===== src/rtl/core/wpm_pkg.sv =====
// ----------------------------------------------------------------------------
// wpm_pkg - wildcard pattern matcher shared definitions
// Request modes, wildcard codes, default sizes and the cell link types.
// ----------------------------------------------------------------------------
package wpm_pkg;

    // default sizes handed to the top level
    localparam int PATTERN_MAX_DEF = 32;
    localparam int CHAR_BITS_DEF   = 16;

    // fixed width of the character field on the request port
    localparam int CHAR_CODE_W = 16;

    // wildcard codes
    localparam int CODE_STAR  = 42;
    localparam int CODE_QMARK = 63;

    // request modes
    typedef enum logic [1:0] {
        MODE_CLEAR   = 2'd0,
        MODE_APPEND  = 2'd1,
        MODE_SUBJECT = 2'd2,
        MODE_END     = 2'd3
    } mode_t;

    // per-request strobes broadcast to every cell
    typedef struct packed {
        logic clear;
        logic append;
        logic advance;
        logic rearm;
    } wpm_ctrl_t;

    // signals handed from one cell to its right neighbor
    typedef struct packed {
        logic occ;    // left position holds a pattern char
        logic grow;   // start-set extends to this position
        logic shift;  // left position consumed the subject char
        logic close;  // wildcard closure carried from the left
    } wpm_link_t;

endpackage


===== src/rtl/core/wildcard_pattern_matcher_top.sv =====
// ----------------------------------------------------------------------------
// wildcard_pattern_matcher_top - glob matcher on a chain of position cells
// Star matches any run, question mark matches zero or one char.
// ----------------------------------------------------------------------------
// Usage:
//   One request channel (s_valid/s_ready, s_mode, s_char_code) and one
//   result channel (m_valid/m_ready, m_matched, m_pattern_overflow).
//   A request is clear pattern, append pattern char, subject char or end of
//   subject. Only end of subject produces a result, in the cycle after it is
//   taken; the result stays registered until the receiver takes it.
//   Throughput is one request per cycle: every cell of the chain updates its
//   position in the same cycle, the wildcard closure rippling through the
//   chain like a carry. Pattern chars go to the first free cell.
//   While a result waits, clear, append and subject requests are still taken;
//   a second end of subject waits until the pending result is taken.
//   A pattern longer than PATTERN_MAX sets the overflow flag until the next
//   clear and forces no match.
//   Reset leaves an empty pattern, overflow clear and no result pending.
// ----------------------------------------------------------------------------
module wildcard_pattern_matcher_top #(
    parameter int PATTERN_MAX = wpm_pkg::PATTERN_MAX_DEF,
    parameter int CHAR_BITS   = wpm_pkg::CHAR_BITS_DEF
) (
    input  logic                             aclk,
    input  logic                             aresetn,
    input  logic                             s_valid,
    output logic                             s_ready,
    input  logic [1:0]                       s_mode,
    input  logic [wpm_pkg::CHAR_CODE_W-1:0]  s_char_code,
    output logic                             m_valid,
    input  logic                             m_ready,
    output logic                             m_matched,
    output logic                             m_pattern_overflow
);
    import wpm_pkg::*;

    mode_t                mode;
    logic                 in_acc;
    logic [CHAR_BITS-1:0] cdata;
    wpm_ctrl_t            ctrl;
    wpm_link_t            link [PATTERN_MAX:0];
    logic [PATTERN_MAX:0] hits;
    logic [PATTERN_MAX-1:0] occ_vec;
    logic [PATTERN_MAX-1:0] prv_vec;

    logic arm_last_reg, arm_last_next;
    logic act_last_reg, act_last_next;
    logic ovf_reg, ovf_next;
    logic m_valid_reg, m_valid_next;
    logic m_matched_reg;
    logic m_overflow_reg;

    // request decode
    assign mode    = mode_t'(s_mode);
    assign s_ready = ~m_valid_reg | m_ready | (mode != MODE_END);
    assign in_acc  = s_valid & s_ready;
    assign cdata   = CHAR_BITS'(s_char_code);

    assign ctrl.clear   = in_acc & (mode == MODE_CLEAR);
    assign ctrl.append  = in_acc & (mode == MODE_APPEND);
    assign ctrl.advance = in_acc & (mode == MODE_SUBJECT);
    assign ctrl.rearm   = in_acc & (mode == MODE_END);

    // head of the chain: position zero always in the start set
    assign link[0] = '{occ: 1'b1, grow: 1'b1, shift: 1'b0, close: 1'b0};

    // chain of position cells
    for (genvar i = 0; i < PATTERN_MAX; i++) begin : g_cell
        wpm_cell #(
            .CHAR_BITS (CHAR_BITS)
        ) u_cell (
            .aclk     (aclk),
            .aresetn  (aresetn),
            .ctrl     (ctrl),
            .cdata    (cdata),
            .link_in  (link[i]),
            .link_out (link[i+1]),
            .hit      (hits[i])
        );
        assign occ_vec[i] = link[i+1].occ;
        assign prv_vec[i] = link[i].occ;
    end

    // final position, reached only by a full store
    always_comb begin
        if (ctrl.clear) begin
            arm_last_next = 1'b0;
        end else begin
            arm_last_next = arm_last_reg | (ctrl.append & link[PATTERN_MAX].grow);
        end
    end

    always_comb begin
        if (ctrl.clear || ctrl.append || ctrl.rearm) begin
            act_last_next = arm_last_next;
        end else if (ctrl.advance) begin
            act_last_next = link[PATTERN_MAX].shift | link[PATTERN_MAX].close;
        end else begin
            act_last_next = act_last_reg;
        end
    end

    assign hits[PATTERN_MAX] = act_last_reg;

    // overflow flag: append into a full store
    always_comb begin
        if (ctrl.clear) begin
            ovf_next = 1'b0;
        end else if (ctrl.append && link[PATTERN_MAX].occ) begin
            ovf_next = 1'b1;
        end else begin
            ovf_next = ovf_reg;
        end
    end

    // result register
    always_comb begin
        if (ctrl.rearm) begin
            m_valid_next = 1'b1;
        end else if (m_ready) begin
            m_valid_next = 1'b0;
        end else begin
            m_valid_next = m_valid_reg;
        end
    end

    always_ff @(posedge aclk) begin
        if (!aresetn) begin
            arm_last_reg <= 1'b0;
            act_last_reg <= 1'b0;
            ovf_reg      <= 1'b0;
            m_valid_reg  <= 1'b0;
        end else begin
            arm_last_reg <= arm_last_next;
            act_last_reg <= act_last_next;
            ovf_reg      <= ovf_next;
            m_valid_reg  <= m_valid_next;
        end
    end

    // result payload
    always_ff @(posedge aclk) begin
        if (ctrl.rearm) begin
            m_matched_reg  <= (|hits) & ~ovf_reg;
            m_overflow_reg <= ovf_reg;
        end
    end

    assign m_valid            = m_valid_reg;
    assign m_matched          = m_matched_reg;
    assign m_pattern_overflow = m_overflow_reg;

`ifndef SYNTH
    // pattern chars fill the chain from the left without gaps
    a_occ_packed: assert property (@(posedge aclk) disable iff (!aresetn)
        (occ_vec & ~prv_vec) == '0)
        else $error("pattern occupancy has a gap");

    // only the end-of-pattern position can report a hit
    a_hit_single: assert property (@(posedge aclk) disable iff (!aresetn)
        $onehot0(hits))
        else $error("more than one end-of-pattern hit");

    // clear empties the store and drops the overflow flag
    a_clear: assert property (@(posedge aclk) disable iff (!aresetn)
        ctrl.clear |=> (occ_vec == '0) && !ovf_reg)
        else $error("clear left pattern state behind");

    // every end of subject produces a pending result
    a_end_result: assert property (@(posedge aclk) disable iff (!aresetn)
        ctrl.rearm |=> m_valid_reg)
        else $error("end of subject without a result");

    // overflow forces no match
    a_ovf_nomatch: assert property (@(posedge aclk) disable iff (!aresetn)
        m_valid_reg |-> !(m_matched_reg && m_overflow_reg))
        else $error("match reported with overflow");
`endif

endmodule


===== src/rtl/core/wpm_cell.sv =====
// ----------------------------------------------------------------------------
// wpm_cell - one pattern position of the matcher chain
// Holds one pattern char, its start-set bit and its active bit, and passes
// occupancy, start-set growth, consumed-char and closure signals rightward.
// ----------------------------------------------------------------------------
module wpm_cell #(
    parameter int CHAR_BITS = 16
) (
    input  logic                 aclk,
    input  logic                 aresetn,
    input  wpm_pkg::wpm_ctrl_t   ctrl,
    input  logic [CHAR_BITS-1:0] cdata,
    input  wpm_pkg::wpm_link_t   link_in,
    output wpm_pkg::wpm_link_t   link_out,
    output logic                 hit
);
    import wpm_pkg::*;

    logic [CHAR_BITS-1:0] char_reg, char_next;
    logic                 star_reg, star_next;
    logic                 qmark_reg, qmark_next;
    logic                 occ_reg, occ_next;
    logic                 arm_reg, arm_next;
    logic                 act_reg, act_next;

    logic target;
    logic c_star;
    logic c_qmark;
    logic nxt_fin;

    // this cell takes the next appended char
    assign target  = ~occ_reg & link_in.occ;
    assign c_star  = (cdata == CHAR_BITS'(CODE_STAR));
    assign c_qmark = (cdata == CHAR_BITS'(CODE_QMARK));

    // pattern char load
    always_comb begin
        char_next  = char_reg;
        star_next  = star_reg;
        qmark_next = qmark_reg;
        occ_next   = occ_reg;
        if (ctrl.clear) begin
            occ_next = 1'b0;
        end else if (ctrl.append && target) begin
            char_next  = cdata;
            star_next  = c_star;
            qmark_next = c_qmark;
            occ_next   = 1'b1;
        end
    end

    // start set: position reachable through wildcards only
    always_comb begin
        if (ctrl.clear) begin
            arm_next = link_in.grow;
        end else begin
            arm_next = arm_reg | (ctrl.append & link_in.grow);
        end
    end

    // automaton step for one subject char
    assign nxt_fin = link_in.shift | (act_reg & occ_reg & star_reg) | link_in.close;

    always_comb begin
        if (ctrl.clear || ctrl.append || ctrl.rearm) begin
            act_next = arm_next;
        end else if (ctrl.advance) begin
            act_next = nxt_fin;
        end else begin
            act_next = act_reg;
        end
    end

    // links to the right neighbor
    assign link_out.occ   = occ_reg;
    assign link_out.grow  = ctrl.append & target & arm_reg & (c_star | c_qmark);
    assign link_out.shift = act_reg & occ_reg & ~star_reg
                          & (qmark_reg | (char_reg == cdata));
    assign link_out.close = nxt_fin & occ_reg & (star_reg | qmark_reg);

    // active at the end of the pattern
    assign hit = act_reg & ~occ_reg;

    // control state
    always_ff @(posedge aclk) begin
        if (!aresetn) begin
            occ_reg <= 1'b0;
            arm_reg <= link_in.grow;
            act_reg <= link_in.grow;
        end else begin
            occ_reg <= occ_next;
            arm_reg <= arm_next;
            act_reg <= act_next;
        end
    end

    // pattern char storage
    always_ff @(posedge aclk) begin
        char_reg  <= char_next;
        star_reg  <= star_next;
        qmark_reg <= qmark_next;
    end

endmodule


===== config.mk =====
export PLATFORM = sky130hd
export DESIGN_NAME = wildcard_pattern_matcher_top
export DESIGN_NICKNAME = d
export VERILOG_FILES = /design/src/rtl/core/wpm_pkg.sv /design/src/rtl/core/wildcard_pattern_matcher_top.sv /design/src/rtl/core/wpm_cell.sv
export SDC_FILE = /design/constraint.sdc
export NUM_CORES = 1
export LEC_CHECK = 0
export ABC_CLOCK_PERIOD_IN_PS = 4200
export BUFFER_PORTS_ARGS = -buffer_cell sky130_fd_sc_hd__buf_4
export CAP_MARGIN = 40
export CORE_MARGIN = 2
export CORE_UTILIZATION = 30
export DETAILED_ROUTE_END_ITERATION = 7
export GPL_ROUTABILITY_DRIVEN = 0
export HOLD_SLACK_MARGIN = 0.1
export PLACE_DENSITY = 0.53
export SETUP_SLACK_MARGIN = 0.15
export SYNTH_ARGS = -nofsm -noshare
export SYNTH_HDL_FRONTEND = slang
export SYNTH_SLANG_ARGS = --single-unit

===== constraint.sdc =====
create_clock -name aclk -period 4.2 [get_ports aclk]
set_input_delay 0.21 -clock aclk [delete_from_list [all_inputs] [get_ports aclk]]
set_output_delay 0.21 -clock aclk [all_outputs]
set_load 0.02 [all_outputs]

* Word-level counts from Yosys, hierarchy flattened
Index checks and enable logic that the tools add are counted.
Storage, ports and cells: input port bits 22, logic and storage cells 1092, register bits after elaboration 678, output and inout bits 4
Cells by class: equality and inequality tests 39, bitwise operators 620, reductions and logical operators 72, multiplexer cells 163
Operator list (number):
- $eq A16 B16 Y1 | 32
- $and A1 B1 Y1 | 389
- $mux W1 | 163
- $or A1 B1 Y1 | 163
- $not A1 Y1 | 68
- $reduce_and A2 Y1 | 32
- $logic_and A1 B1 Y1 | 33
- $reduce_or A33 Y1 | 1
- $eq A16 B6 Y1 const B | 2
- $eq A2 B2 Y1 const B | 2
- $reduce_bool A2 Y1 | 2
- $ne A3 B1 Y1 const B | 1
- $eq A2 B1 Y1 const B | 1
- $logic_not A2 Y1 | 1
- $logic_or A1 B1 Y1 | 2
- $ne A2 B2 Y1 const B | 1
- $reduce_or A2 Y1 | 1

* Longest topological paths before layout
depth after elaboration 100, mapped depth 14, depth with buffers taken out 11

* By module
From an unflattened synthesis, not the netlist that was laid out.
Second synthesis, totals: cells, all modules 2313, area, all modules 31298.8 sq um
By module, submodules not included:
- wpm_cell | area each 967.2 sq um, seq. area each 610.6 sq um, cells each 71, instances 32
- wildcard_pattern_matcher_top | area each 349.1 sq um, seq. area each 140.1 sq um, cells each 41, instances 1

* Worst setup path after synthesis
No wires, ideal clock.
path type input to register, from in s_char_code[10] (netlist name), to reg g_cell[4].u_cell.act_reg, data pin, setup time 0.154 ns, arrival 3.109 ns, stages 13, path buffers 4, path slack 0.936 ns, required time 4.046 ns, path through buf_4 > buf_6 > buf_6 > or4_4 > nor4_2 > nand4_1 > nor2_1 > nor2_2 > nor2_4 > buf_6 > a32o_1 > nor2_1 > a41oi_2
Between the ends: elaborated cells between the ends (all ways) 36, classes of those cells eq/ne (6); mux (4); bitwise (26)
RTL lines:
- start: declaration | line wildcard_pattern_matcher_top.sv:29 | input logic [wpm_pkg::CHAR_CODE_W-1:0] s_char_code,
- $eq A16 B6 Y1 (*)
- net g_cell[0].u_cell.c_qmark | line wpm_cell.sv:28 | logic c_qmark;
- $or A1 B1 Y1 (*) | line wpm_cell.sv:76 | assign link_out.grow = ctrl.append & target & arm_reg & (c_star | c_qmark);
- $and A1 B1 Y1 (*) | line wpm_cell.sv:76
- $and A1 B1 Y1 | line wpm_cell.sv:57 | arm_next = arm_reg | (ctrl.append & link_in.grow);
- $or A1 B1 Y1 | line wpm_cell.sv:57
- $mux W1 | line wpm_cell.sv:54 | if (ctrl.clear) begin
- $mux W1 | line wpm_cell.sv:65 | if (ctrl.clear || ctrl.append || ctrl.rearm) begin
- $mux W1 (*) | line wpm_cell.sv:86 | if (!aresetn) begin
- end signal: assignment | line wpm_cell.sv:89 | act_reg <= link_in.grow;
- end signal: assignment | line wpm_cell.sv:93 | act_reg <= act_next;
- end: declaration | line wpm_cell.sv:24 | logic act_reg, act_next;
Mark *: on every way through the listed nets, which the timed path passes. The rest lies on a longest branch. The select of a mux whose other input is x is not followed. A chain may end at the register's enable or synchronous reset.

* Worst setup path after layout
from in s_char_code[3] (netlist name), to reg g_cell[31].u_cell.act_reg, data pin
Between the ends: longest elaborated chain between the ends 98, elaborated cells between the ends (all ways) 225, classes of those cells eq/ne (33); mux (4); bitwise (188)
Ends and longest elaborated chain:
- $eq A16 B16 Y1 | line wpm_cell.sv:78 | & (qmark_reg | (char_reg == cdata));
- $or A1 B1 Y1 | line wpm_cell.sv:78
- $and A1 B1 Y1 | line wpm_cell.sv:78
- $or A1 B1 Y1 (2 in a row) | line wpm_cell.sv:62 | assign nxt_fin = link_in.shift | (act_reg & occ_reg & star_reg) | link_in.close;
- $and A1 B1 Y1 (2 in a row) | line wpm_cell.sv:79 | assign link_out.close = nxt_fin & occ_reg & (star_reg | qmark_reg);
- $or A1 B1 Y1 | line wpm_cell.sv:62
- $and A1 B1 Y1 (2 in a row) | line wpm_cell.sv:79
- $or A1 B1 Y1 | line wpm_cell.sv:62
- [77 not listed]
- $or A1 B1 Y1 | line wpm_cell.sv:62
- $and A1 B1 Y1 (2 in a row) | line wpm_cell.sv:79
- $or A1 B1 Y1 | line wpm_cell.sv:62
- $and A1 B1 Y1 (2 in a row) | line wpm_cell.sv:79
- $or A1 B1 Y1 | line wpm_cell.sv:62
- $mux W1 | line wpm_cell.sv:67 | end else if (ctrl.advance) begin
- $mux W1 | line wpm_cell.sv:65
- $mux W1 (*) | line wpm_cell.sv:86
- end signal: assignment | line wpm_cell.sv:89
- end signal: assignment | line wpm_cell.sv:93
- end: declaration | line wpm_cell.sv:24
Mark *: on every way between the ends. The rest lies on a longest branch, timed or not. The select of a mux whose other input is x is not followed.

==> flow_summary_export.csv <==
group,metric,value,unit
yosys,synth_seq_area_share,0.677,
finish,final_cells,3501,
placement,port-buffer-count,25,
clock_network,cts.path.max_buffers,3,
setup_path,path_class,"primary input to flop",
power,comb_power_share,0.049,
setup_path,cp_cell_sequence,"dlygate4sd3_1 -> buf_4 -> buf_12 -> xor2_1 -> nor4_1 -> nand4_1 -> o311a_1 -> o21ai_0 -> and3_1 -> o211ai_1 -> a21oi_1 -> or2_1 -> o22ai_1 -> o31ai_1",
power,power.density,438,mW/mm2
global_routing,grt_pass1_wl,112000,um
yosys,ys_ff_latch,678,
yosys,avgSynthCellArea,14.5,um2
yosys,synth_top_cell_area_share,0.629,
power,p_seq_frac,0.491,
timing,setup-violations-final,0,
setup_path,worstReg2RegEnd,"g_cell[31].u_cell.act_reg",
yosys,synth_edf_count,609,
clock_network,root_buffer,"clkbuf_16",
timing,skew,0.0280,ns
drt,wl_per_cell,21.3,um
power,leakage,11.2,nW
finish,drive_gt1_frac,0.143,
finish,largest_reg_flops,512,
clock_network,cts_sinks,678,
clock_network,worstSkewPairLatency,0.64,ns
floorplan,num_rows,114,
yosys,yosysMostFrequentCell,"edfxtp_1",
yosys,synthFlopType,"edfxtp_1",
timing,hold_violations,0,
timing,rsz0062_at_grt,"false",
power,irDropWorstVdd,0.305,mV
yosys,syn-cell-area,0.0291,mm2
global_routing,overflow,0,
timing,fin_tns_setup,0,ns
worst_hold_path,hold_depth,1,
setup_path,critPathRequiredTime,4.66,ns
global_routing,grt_pass1_vias,17200,
worst_hold_path,hold_path_startpoint,"s_char_code[15]",
clock_network,cts_setup_buffers,0,
floorplan,pin_count,26,
timing,finalCritPeriodShare,0.873,
timing,worst_pin_slew,0.894,ns
drt,drcViolationCount,0,
drt,vias,16900,
placement,place_inst,3339,
power,p_clk_frac,0.460,
drt,drt_iter0_markers,1446,
clock_network,cts_inserted_buffers,77,
yosys,synth_cells,2008,
yosys,synthArstFlopShare,0,
setup_path,reg2reg_from,"g_cell[5].u_cell.char_reg[5]",
yosys,yosys_warnings,0,
timing,relSlewSlack,0.404,
global_routing,antenna_found_initial,1,
floorplan,die_w,315,um
global_routing,grt_usage,0.150,
status,outcome,"finished clean",
drt,detail-route-antenna-nets,0,
clock_network,cts_hold_buf,18,
setup_path,slowest_delay,0.52,ns
power,internal-power,0.0118,W
drt,vias_per_cell,4.83,
power,p_sw,0.00330,W
clock_network,cts_tree,"yes",
floorplan,dieHeight,315,um
setup_path,r2r_slack,0.73,ns
worst_hold_path,worst_hold_path.endpoint,"g_cell[17].u_cell.char_reg[15]",
finish,final_nets,2183,
floorplan,initial_core_util,0.301,
yosys,synth_nets,2030,
yosys,synth_top_area_cell,"edfxtp_1",
yosys,synthTopCellsByArea,"edfxtp_1, xor2_1, xnor2_1, dfxtp_1, nor4_1",
placement,dp_hpwl,48500,um
yosys,synth_common_cells,"edfxtp_1, xor2_1, xnor2_1, nor2_1, nor4_1",
run,drv_cap,0,
clock_network,clk_pin_slew_worst_paths,0.06,ns
setup_path,cp_max_fo,21,
floorplan,dieArea,0.0994,mm2
setup_path,critPathLaunchType,"primary input",
finish,areaGrowthSynthToFinish,18.2,%
drt,firstDrtPassIters,5,
clock_network,cts_resized,0,
setup_path,end_kind,"flop",
timing,timing.fmax,273,MHz
clock_network,h-tree-depth,3,
floorplan,design.core.area,0.0964,mm2
yosys,synthDistinctLibCells,70,
timing,period_needed,3.67,ns
drt,wirelength,74600,um
power,swShare,0.219,
setup_path,cp_slowest_cell,"dlygate4sd3_1",
timing,report.final.slew_viol_count,0,
worst_hold_path,min_path_type,"primary input to flop",
global_routing,grt_max_degree,42,
setup_path,ff2ff_path_depth,11,
setup_path,worstPathArrival,4.13,ns
==> worst max-delay path: cells and delay by family <==
family / cells / cell delay, ns
compound gates: 6 / 1.51
xor+xnor: 1 / 0.09
simple gates: 4 / 1.07
buf+inv: 3 / 1.20
==> worst max path at each step <==
stage                     from                        end  slack [ns]  depth (start not counted)
3_5_place_dp    s_char_code[3]  g_cell[31].u_cell.act_reg        0.39                         13
6_report        s_char_code[3]  g_cell[31].u_cell.act_reg        0.53                         14
5_1_grt         s_char_code[3]  g_cell[31].u_cell.act_reg        0.25                         14
4_1_cts         s_char_code[3]  g_cell[31].u_cell.act_reg        0.50                         14
2_1_floorplan  s_char_code[10]   g_cell[4].u_cell.act_reg        0.94                         13
3_3_place_gp   s_char_code[14]  g_cell[31].u_cell.act_reg        0.42                         12
==> layout make-up <==
cell class                      count  area [um2]
Fill cell                        9322       62100
Multi-Input combinational cell   1197        8690
Sequential cell                   678       19700
Timing Repair Buffer              175        1650
Inverter                           32         120
Clock buffer                      100        2100
Clock inverter                     42         513
Antenna cell                        1        2.50
Tap cell                         1276        1600
==> per-stage QoR <==
stage	power (W)	hold WS, ns	setup WS [ns]	instance area, um2	utilization
final	0.0151	0.130	0.532	34300	0.356
after global routing	0.0155	0.128	0.253	34300	0.356
after CTS	0.0152	0.117	0.502	34300	0.356
after detailed placement	0.00827	0.485	0.392	31500	0.327
after global placement	0.00826	0.485	0.419	31300	0.325
after floorplan	0.00794	0.309	0.936	29100	-
==> layer usage <==
layer,track usage,share of wire,vias up
met5,0,0,-
met4,0.0448,0.026,0
met3,0.0250,0.052,121
met2,0.235,0.46,437
met1,0.213,0.47,8595
li1,-,-,7765
==> cells in the final DEF (no fill, tap or decap), types with 5 or more instances in the layout <==
cell	n
xor2_1	328
nor3_1	18
edfxtp_1	609
a32o_1	34
buf_12	14
o21a_1	11
mux2_2	5
dlygate4sd3_1	18
and3_1	19
clkbuf_16	78
inv_1	31
o31ai_1	15
buf_8	10
nor2b_1	22
nand3_1	37
clkbuf_1	15
nand2_1	43
buf_4	130
dfxtp_1	69
clkbuf_8	7
a41oi_1	14
nand2b_1	5
o21ai_1	6
nor3_2	15
nor2_1	110
a21oi_1	63
nand4_1	46
o211ai_1	5
bufinv_16	9
clkinv_2	14
o22ai_1	7
xnor2_1	184
a31oi_1	14
nor4_1	88
o21ai_0	37
clkinv_1	9
==> power by group through the flow <==
stage                     Combinational [W]  Sequential (W)  Clock (W)
after floorplan                    0.000411         0.00752          0
after global placement             0.000721         0.00753          0
after detailed placement           0.000731         0.00753          0
after CTS                          0.000747         0.00739    0.00710
after global routing               0.000796         0.00739    0.00733
final                              0.000734         0.00739    0.00693
==> logic make-up after synthesis <==
family                 after synthesis  share of synthesized area
AO/OA/AOI/OAI                      249                     0.0609
XOR/XNOR                           512                      0.154
buffers and inverters              133                     0.0276
flip-flops                         678                      0.677
multiplexers                         8                    0.00297
AND/OR/NAND/NOR                    428                     0.0776
Power figures use the tool's default switching activity.
